### src/design/rc5_block_cipher_assert.svh
// ----------------------------------------------------------------------------
// rc5 block cipher assertion macros
// concurrent checks on a clock with a synchronous active-low reset
// ----------------------------------------------------------------------------
`ifndef RC5_BLOCK_CIPHER_ASSERT_SVH
`define RC5_BLOCK_CIPHER_ASSERT_SVH

`ifndef SYNTH

`define RC5_ASSERT_SAME(label, clk, rst_n, ante, cons) \
  label: assert property (@(posedge clk) disable iff (!rst_n) (ante) |-> (cons)) \
    else $error("rc5 check failed: same-cycle implication");

`define RC5_ASSERT_NEXT(label, clk, rst_n, ante, cons) \
  label: assert property (@(posedge clk) disable iff (!rst_n) (ante) |=> (cons)) \
    else $error("rc5 check failed: next-cycle implication");

`else

`define RC5_ASSERT_SAME(label, clk, rst_n, ante, cons)

`define RC5_ASSERT_NEXT(label, clk, rst_n, ante, cons)

`endif

`endif

### src/design/rc5_pkg.sv
// ----------------------------------------------------------------------------
// rc5 package
// request and result types, cipher constants, sequencer states
// ----------------------------------------------------------------------------
package rc5_pkg;

  localparam logic [31:0] P32       = 32'hb7e15163;
  localparam logic [31:0] Q32       = 32'h9e3779b9;
  localparam int          KEY_WORDS = 4;
  localparam int          KW_BITS   = 2;

  typedef struct packed {
    logic        op;
    logic [31:0] data_lo;
    logic [31:0] data_hi;
  } rc5_in_t;

  typedef struct packed {
    logic [31:0] out_lo;
    logic [31:0] out_hi;
  } rc5_out_t;

  typedef enum logic [2:0] {
    ST_IDLE,
    ST_INIT,
    ST_MIX_A,
    ST_MIX_B,
    ST_CRYPT
  } rc5_state_t;

  // operation codes of the request
  localparam logic OP_ENCRYPT = 1'b0;
  localparam logic OP_DECRYPT = 1'b1;

  function automatic logic [31:0] rotl32(input logic [31:0] x, input logic [4:0] s);
    logic [63:0] dbl;
    dbl = {x, x} << s;
    return dbl[63:32];
  endfunction

endpackage

### src/design/rc5_block_cipher.sv
// ----------------------------------------------------------------------------
// rc5 block cipher
// rc5-32 with a 16-byte key, lazy key schedule and an iterative datapath
// ----------------------------------------------------------------------------
//  channel   ports                               direction  transfer
//  request   start, busy, in_data                in         start && !busy
//  result    out_valid, out_data                 out        one-cycle strobe
//  config    psel penable pwrite paddr pwdata    in/out     apb write, pready=1
//
//  a block steps through all T = 2*ROUNDS+2 round keys (26 at 12 rounds): one half-round per
//  cycle through the shared add/rotate unit, paced by the single read port
//  of the round-key memory. the result strobe follows in the next cycle.
//  after reset or a key write the first request first runs the key schedule:
//  table init of T words, then 3*T mixing steps, each a mix_a and a mix_b state.
//  rst_n is synchronous; the receiver cannot stall results.
// ----------------------------------------------------------------------------
`include "rc5_block_cipher_assert.svh"

module rc5_block_cipher #(
  parameter int ROUNDS = 12
) (
  input  logic             clk,
  input  logic             rst_n,
  input  logic             start,
  output logic             busy,
  input  rc5_pkg::rc5_in_t in_data,
  output logic             out_valid,
  output rc5_pkg::rc5_out_t out_data,
  input  logic             psel,
  input  logic             penable,
  input  logic             pwrite,
  input  logic [3:0]       paddr,
  input  logic [31:0]      pwdata,
  output logic [31:0]      prdata,
  output logic             pready
);
  import rc5_pkg::*;

  localparam int T  = 2 * (ROUNDS + 1);
  localparam int AW = $clog2(T);
  localparam int SW = $clog2(3 * T);

  localparam logic [AW-1:0] K_LAST = AW'(T - 1);
  localparam logic [SW-1:0] S_LAST = SW'(3 * T - 1);

  rc5_state_t state_r, state_nxt;

  logic [31:0] key_r     [KEY_WORDS];
  logic [31:0] key_nxt   [KEY_WORDS];
  logic [31:0] scratch_r [KEY_WORDS];
  logic [31:0] scratch_nxt [KEY_WORDS];
  logic        keys_ready_r, keys_ready_nxt;

  logic [31:0] a_r, a_nxt, b_r, b_nxt;
  logic [31:0] blk_a_r, blk_a_nxt, blk_b_r, blk_b_nxt;
  logic        op_r, op_nxt;
  logic [AW-1:0] i_r, i_nxt, k_r, k_nxt;
  logic [SW-1:0] step_r, step_nxt;
  logic [KW_BITS-1:0] j_r, j_nxt;
  logic        out_valid_r, out_valid_nxt;

  // round-key memory
  logic [31:0]   rk_mem [T];
  logic [31:0]   rd_data_r;
  logic [AW-1:0] rd_addr, wr_addr;
  logic [31:0]   wr_data;
  logic          wr_en;

  // shared add / rotate / add-xor unit
  logic [31:0] u_p0, u_p1, u_p2, u_q, u_r, u_sum, u_res;
  logic [4:0]  u_amt;

  logic accept, cfg_wr, init_last, mix_last, crypt_last, k_low;
  logic [AW-1:0] k_first;

  assign accept     = start && !busy;
  assign cfg_wr     = psel && penable && pwrite && pready;
  assign init_last  = (i_r == K_LAST);
  assign mix_last   = (step_r == S_LAST);
  assign crypt_last = (op_r == OP_DECRYPT) ? (k_r == '0) : (k_r == K_LAST);
  assign k_low      = (k_r[AW-1:1] == '0);
  assign k_first    = (in_data.op == OP_DECRYPT) ? K_LAST : '0;

  assign busy            = (state_r != ST_IDLE);
  assign out_valid       = out_valid_r;
  assign out_data.out_lo = blk_a_r;
  assign out_data.out_hi = blk_b_r;
  assign pready          = 1'b1;
  assign prdata          = key_r[paddr[3:2]];

  always_ff @(posedge clk) begin
    if (wr_en) begin
      rk_mem[wr_addr] <= wr_data;
    end
    rd_data_r <= rk_mem[rd_addr];
  end

  // shared unit operand select
  always_comb begin
    u_p0  = '0;
    u_p1  = '0;
    u_p2  = '0;
    u_amt = '0;
    u_q   = '0;
    u_r   = '0;
    unique case (state_r)
      ST_INIT: begin
        u_p0 = a_r;
        u_p1 = Q32;
      end
      ST_MIX_A: begin
        u_p0  = rd_data_r;
        u_p1  = a_r;
        u_p2  = b_r;
        u_amt = 5'd3;
      end
      ST_MIX_B: begin
        u_p0  = scratch_r[j_r];
        u_p1  = a_r;
        u_p2  = b_r;
        u_amt = a_r[4:0] + b_r[4:0];
      end
      ST_CRYPT: begin
        if (op_r == OP_ENCRYPT) begin
          if (k_low) begin
            // pre-whitening
            u_p0 = k_r[0] ? blk_b_r : blk_a_r;
            u_p1 = rd_data_r;
          end else begin
            u_p0  = blk_a_r ^ blk_b_r;
            u_amt = k_r[0] ? blk_a_r[4:0] : blk_b_r[4:0];
            u_q   = rd_data_r;
          end
        end else begin
          // subtract via inverted operand plus one, right rotate as left by -s
          u_p0 = k_r[0] ? blk_b_r : blk_a_r;
          u_p1 = ~rd_data_r;
          u_p2 = 32'd1;
          if (!k_low) begin
            u_amt = k_r[0] ? (5'd0 - blk_a_r[4:0]) : (5'd0 - blk_b_r[4:0]);
            u_r   = k_r[0] ? blk_a_r : blk_b_r;
          end
        end
      end
      default: begin
      end
    endcase
  end

  assign u_sum = u_p0 + u_p1 + u_p2;
  assign u_res = (rotl32(u_sum, u_amt) + u_q) ^ u_r;

  // next state
  always_comb begin
    state_nxt = state_r;
    unique case (state_r)
      ST_IDLE: begin
        if (accept) begin
          state_nxt = keys_ready_r ? ST_CRYPT : ST_INIT;
        end
      end
      ST_INIT: begin
        if (init_last) begin
          state_nxt = ST_MIX_A;
        end
      end
      ST_MIX_A: state_nxt = ST_MIX_B;
      ST_MIX_B: state_nxt = mix_last ? ST_CRYPT : ST_MIX_A;
      ST_CRYPT: begin
        if (crypt_last) begin
          state_nxt = ST_IDLE;
        end
      end
      default: state_nxt = ST_IDLE;
    endcase
  end

  // datapath and counter updates
  always_comb begin
    key_nxt        = key_r;
    scratch_nxt    = scratch_r;
    keys_ready_nxt = keys_ready_r;
    a_nxt          = a_r;
    b_nxt          = b_r;
    blk_a_nxt      = blk_a_r;
    blk_b_nxt      = blk_b_r;
    op_nxt         = op_r;
    i_nxt          = i_r;
    k_nxt          = k_r;
    step_nxt       = step_r;
    j_nxt          = j_r;
    out_valid_nxt  = 1'b0;
    rd_addr        = k_r;
    wr_en          = 1'b0;
    wr_addr        = i_r;
    wr_data        = u_res;

    if (cfg_wr) begin
      key_nxt[paddr[3:2]] = pwdata;
      keys_ready_nxt      = 1'b0;
    end

    unique case (state_r)
      ST_IDLE: begin
        if (accept) begin
          op_nxt    = in_data.op;
          blk_a_nxt = in_data.data_lo;
          blk_b_nxt = in_data.data_hi;
          k_nxt     = k_first;
          rd_addr   = k_first;
          if (!keys_ready_r) begin
            scratch_nxt = key_r;
            a_nxt       = P32;
            i_nxt       = '0;
          end
        end
      end
      ST_INIT: begin
        wr_en   = 1'b1;
        wr_data = a_r;
        a_nxt   = u_res;
        i_nxt   = i_r + 1'b1;
        rd_addr = '0;
        if (init_last) begin
          a_nxt    = '0;
          b_nxt    = '0;
          i_nxt    = '0;
          j_nxt    = '0;
          step_nxt = '0;
        end
      end
      ST_MIX_A: begin
        wr_en = 1'b1;
        a_nxt = u_res;
      end
      ST_MIX_B: begin
        b_nxt              = u_res;
        scratch_nxt[j_r]   = u_res;
        j_nxt              = j_r + 1'b1;
        i_nxt              = (i_r == K_LAST) ? '0 : i_r + 1'b1;
        step_nxt           = step_r + 1'b1;
        rd_addr            = i_nxt;
        if (mix_last) begin
          keys_ready_nxt = 1'b1;
          rd_addr        = k_r;
        end
      end
      ST_CRYPT: begin
        if (k_r[0]) begin
          blk_b_nxt = u_res;
        end else begin
          blk_a_nxt = u_res;
        end
        k_nxt   = (op_r == OP_DECRYPT) ? k_r - 1'b1 : k_r + 1'b1;
        rd_addr = k_nxt;
        if (crypt_last) begin
          out_valid_nxt = 1'b1;
        end
      end
      default: begin
      end
    endcase
  end

  always_ff @(posedge clk) begin
    if (!rst_n) begin
      state_r      <= ST_IDLE;
      keys_ready_r <= 1'b0;
      out_valid_r  <= 1'b0;
      key_r        <= '{default: '0};
    end else begin
      state_r      <= state_nxt;
      keys_ready_r <= keys_ready_nxt;
      out_valid_r  <= out_valid_nxt;
      key_r        <= key_nxt;
    end
    scratch_r <= scratch_nxt;
    a_r       <= a_nxt;
    b_r       <= b_nxt;
    blk_a_r   <= blk_a_nxt;
    blk_b_r   <= blk_b_nxt;
    op_r      <= op_nxt;
    i_r       <= i_nxt;
    k_r       <= k_nxt;
    step_r    <= step_nxt;
    j_r       <= j_nxt;
  end

  `RC5_ASSERT_SAME(a_res_idle, clk, rst_n, out_valid_r, state_r == ST_IDLE)
  `RC5_ASSERT_SAME(a_crypt_keys, clk, rst_n, state_r == ST_CRYPT, keys_ready_r)
  `RC5_ASSERT_SAME(a_init_stale, clk, rst_n, state_r == ST_INIT, !keys_ready_r)
  `RC5_ASSERT_NEXT(a_req_busy, clk, rst_n, accept, busy && !out_valid_r)

endmodule

### config.mk
export PLATFORM = sky130hd
export DESIGN_NAME = rc5_block_cipher
export DESIGN_NICKNAME = d
export VERILOG_FILES = /design/src/design/rc5_pkg.sv /design/src/design/rc5_block_cipher.sv
export VERILOG_INCLUDE_DIRS = /design/src /design/src/design
export SDC_FILE = /design/constraint.sdc
export NUM_CORES = 2
export LEC_CHECK = 0
export ABC_AREA = 1
export BUFFER_PORTS_ARGS = -buffer_cell sky130_fd_sc_hd__buf_2
export CORE_ASPECT_RATIO = 0.75
export CORE_MARGIN = 1
export CORE_UTILIZATION = 25
export DETAILED_ROUTE_END_ITERATION = 6
export GPL_ROUTABILITY_DRIVEN = 0
export GPL_TIMING_DRIVEN = 0
export SYNTH_ARGS = -nofsm -noshare
export SYNTH_HDL_FRONTEND = slang
export SYNTH_SLANG_ARGS = --single-unit
### constraint.sdc
create_clock -name clk -period 9.65 [get_ports clk]
set_clock_uncertainty 0.15 [all_clocks]
set_input_delay 1.4475 -clock clk [delete_from_list [all_inputs] [get_ports clk]]
set_output_delay 1.4475 -clock clk [all_outputs]
set_load 0.03 [all_outputs]
==> results.sh <==
export IMPL_holdBufCountCts=0
export IMPL_status="complete, but fails checks"
export IMPL_htreeDepth=3
export IMPL_drt_iter0_drc=9747
export IMPL_top_layer_used="met5"
export IMPL_drtPass1Iterations=7
export IMPL_syn_nets=6429
export IMPL_design_area_um2=72240
export IMPL_netlist_instances=6208
export IMPL_clock_power_share=0.246
export IMPL_p_switching_mw=8.284
export IMPL_grt_ovfl_total=0
export IMPL_multiInputGateArea_um2=21690
export IMPL_seq_area_frac_synth=0.5968
export IMPL_viasPerCell=5.383
export IMPL_wl_per_cell_um=25.24
export IMPL_hold_viol=0
export IMPL_num_rows=157
export IMPL_cp_slowest_stage_delay_ns=0.67
export IMPL_fin_crit_ns=9.656
export IMPL_core_area_um2=243800
export IMPL_fmax_mhz=103.6
export IMPL_hold_depth=2
export IMPL_clk_latency_ns=0.85
export IMPL_wl_met1_um=100600
export IMPL_whs_ns=0.3381
export IMPL_synth_cell_type_count=62
export IMPL_grt_pass1_wl_um=350500
export IMPL_n_fill_cell=25000
export IMPL_leakage_nw=26.25
export IMPL_ios=206
export IMPL_routed_wl_um=251400
export IMPL_failed_checks="DRC, capacitance limit, slew limit, setup timing"
export IMPL_grtUsageTotal=0.1945
export IMPL_antenna_found_initial=12
export IMPL_end_kind="flip-flop"
export IMPL_syn2layout_area_growth_pct=17.88
export IMPL_drtAntennaViolNets=0
export IMPL_power_total_mw=19.89
export IMPL_seqCellArea_um2=36580
export IMPL_path_max_fanout=16
export IMPL_tightest_slew_ns=1.519
export IMPL_internal_power_mw=11.61
export IMPL_initial_utilization=0.2514
export IMPL_max_cap_violations=1
export IMPL_drive_above_1_share=0.1098
export IMPL_setup_viol=9
export IMPL_setup_slack_ns=-0.006346
export IMPL_cts_made_buffers=120
export IMPL_vias=53610
export IMPL_cts_root_buf="clkbuf_16"
export IMPL_first_global_vias=49110
export IMPL_p_per_area_nw_per_um2=275.4
export IMPL_required_ns=10.03
export IMPL_clk_pin_slew_ns=0.06
export IMPL_cp_slowest_cell="buf_1"
export IMPL_synth_edf_count=1108
export IMPL_finalNetCount=6814
export IMPL_cts_buffer_depth=3
export IMPL_drc=21
export IMPL_pwr_share_comb=0.384
export IMPL_die_width_um=573.7
export IMPL_dr_wl_met2_um=97040
export IMPL_netlist_area_um2=61280
export IMPL_critPathMostFrequentCell="nand2_1"
export IMPL_clock_sinks=1273
export IMPL_met3_length_um=41790
export IMPL_pwr_share_seq=0.369
export IMPL_drv_slew=11
export IMPL_peakVddDrop_mv=0.2175
export IMPL_die_y_um=430.8
export IMPL_hold_path_class="flip-flop to flip-flop"
export IMPL_swShare=0.4164
export IMPL_die_area_um2=247100
export IMPL_numPortBuffers=201
export IMPL_grt_start_max_net_pins=33
export IMPL_ys_warn_count=0
export IMPL_worstSetupPathType="flip-flop to flip-flop"
export IMPL_slew_headroom=-0.01256
export IMPL_arrival_ns=10.03
export IMPL_synth_seq_cells=1273
export IMPL_worst_setup_path_start_kind="flip-flop"
export IMPL_r2r_cells=36
export IMPL_place_area_um2=67880
export IMPL_async_flop_share=0
export IMPL_cts_tree="built"
export IMPL_syn_area_per_cell_um2=9.871
export IMPL_synth_ff_type="edfxtp_1"
export IMPL_period_share=1.001
export IMPL_dpl_hpwl_um=190000
-- layout make-up --
cell class / instances / share of cell area
flip-flops and latches: 1273 / 0.5063
clock buffers: 171 / 0.04711
plain buffers: 379 / 0.02511
repair buffers: 265 / 0.03062
clock inverters: 55 / 0.008123
inverters: 496 / 0.02595
diodes: 4 / 0.0001386
well taps: 3259 / 0.05645
multi-input cells: 4058 / 0.3002
-- per-layer routing --
layer | global-route usage | up-vias
met4 | 0.07565 | 12
met3 | 0.07991 | 559
met1 | 0.2719 | 26090
met2 | 0.2627 | 4203
met5 | 0 | -
li1 | - | 22750
-- sequential cells by signal, indices dropped and copies added, names as in the netlist --
| register | flops |
|---|---|
| a_r | 32 |
| b_r | 32 |
| blk_a_r | 32 |
| blk_b_r | 32 |
| i_r | 5 |
| j_r | 2 |
| k_r | 5 |
| key_r | 128 |
| keys_ready_r | 1 |
| op_r | 1 |
| out_valid | 1 |
| rd_data_r | 32 |
| rk_mem | 832 |
| scratch_r | 128 |
| state_r | 3 |
| step_r | 7 |
-- layout by cell type (no fill, tap or decap), types with 126 or more instances in the layout --
| cell | Yosys | final |
|---|---|---|
| a21oi_1 | 260 | 255 |
| buf_2 | 65 | 264 |
| clkbuf_1 | 244 | 263 |
| clkbuf_16 | 0 | 126 |
| dfxtp_1 | 165 | 165 |
| edfxtp_1 | 1108 | 1108 |
| inv_1 | 475 | 466 |
| nand2_1 | 938 | 928 |
| nand3_1 | 381 | 380 |
| nor2_1 | 859 | 834 |
| o21ai_0 | 725 | 680 |
| o221ai_1 | 155 | 155 |
-- critical path: cells and delay by family, from the launching register on --
kind                       cells  cell delay [ns]
AOI/OAI and AO/OA             10             2.75
and+or+nand+nor               15             2.27
buffers and inverters          6             2.12
adders and majority gates      3             1.19
DFF                            1             0.46
muxes                          1             0.21
xor gates and xnor gates       1             0.19
-- kinds of logic after synthesis --
kind of cell	count (synthesis)	share of synthesized area
XOR/XNOR	77	0.01100
adder cells (fa/ha/maj)	114	0.02756
other	1	0.00006119
buffers and inverters	877	0.05866
flip-flops	1273	0.5968
multiplexers	2	0.0003267
AND/OR/NAND/NOR	2317	0.1548
AO/OA/AOI/OAI	1547	0.1507
-- power by group through the flow --
stage	Sequential, mW	Combinational, mW	Clock, mW
after global routing	7.37	7.94	5.10
final	7.35	7.65	4.90
after CTS	7.33	7.19	4.89
after global placement	7.62	6.61	0
after floorplan	7.45	3.65	0
after detailed placement	7.46	7.13	0
-- final timing paths --
| kind | startpoint | to | slack (ns) |
|---|---|---|---|
| worst max-delay path | op_r | rk_mem[8][25] | -0.006 |
| worst max register to register | op_r | rk_mem[8][25] | -0.006 |
| worst min-delay path | key_r[80] | key_r[80] | 0.34 |
| worst min register to register | key_r[80] | key_r[80] | 0.34 |
-- stage by stage --
stage          setup slack (ns)  setup TNS [ns]  instances  utilization
2_1_floorplan             1.587               0       6208            -
3_3_place_gp             -4.422        -3141.95       9668       0.2722
3_5_place_dp             -2.601        -1305.50       9729       0.2784
4_1_cts                 0.01570               0       9954       0.2953
5_1_grt                -0.05507          -1.349       9957       0.2963
6_report              -0.006346        -0.03192       9960       0.2963
-- cell usage after synthesis (3+ instances only) --
library cell / count / share of area
edfxtp_1: 1108 / 0.54
nand2_1: 938 / 0.057
nor2_1: 859 / 0.053
o21ai_0: 725 / 0.059
inv_1: 475 / 0.029
nand3_1: 381 / 0.031
a21oi_1: 260 / 0.021
clkbuf_1: 244 / 0.015
dfxtp_1: 165 / 0.054
o221ai_1: 155 / 0.022
o21ai_1: 81 / 0.0066
ha_1: 79 / 0.016
o211ai_1: 78 / 0.0096
buf_2: 65 / 0.0053
nor3_1: 64 / 0.0052
o22ai_1: 57 / 0.0058
xor2_1: 49 / 0.0070
a22oi_1: 40 / 0.0049
fa_1: 35 / 0.011
buf_1: 29 / 0.0018
o2111ai_1: 29 / 0.0041
a221o_1: 28 / 0.0046
xnor2_1: 28 / 0.0040
a221oi_1: 27 / 0.0039
buf_4: 26 / 0.0032
or2_2: 25 / 0.0026
inv_2: 17 / 0.0010
nand4_1: 17 / 0.0017
a31oi_1: 14 / 0.0014
a211oi_1: 12 / 0.0015
buf_6: 10 / 0.0018
nor4_1: 10 / 0.0010
o21ai_2: 9 / 0.0013
o21bai_1: 9 / 0.0011
a21o_1: 8 / 0.00098
a22o_1: 4 / 0.00057
clkbuf_2: 4 / 0.00033
clkinv_1: 4 / 0.00024
or2_1: 4 / 0.00041
nand2_2: 3 / 0.00031
nor2_2: 3 / 0.00031
nor2_4: 3 / 0.00055
o21a_1: 3 / 0.00037
-- repair_timing --
| action | 4_1_cts | 5_1_grt |
|---|---|---|
| gates resized for setup | 43 | 85 |
| setup buffers | 1 | 2 |
| setup endpoints to repair | 1031 | 686 |
| pin swaps | 0 | 3 |
(Power assumes the default switching activity.)
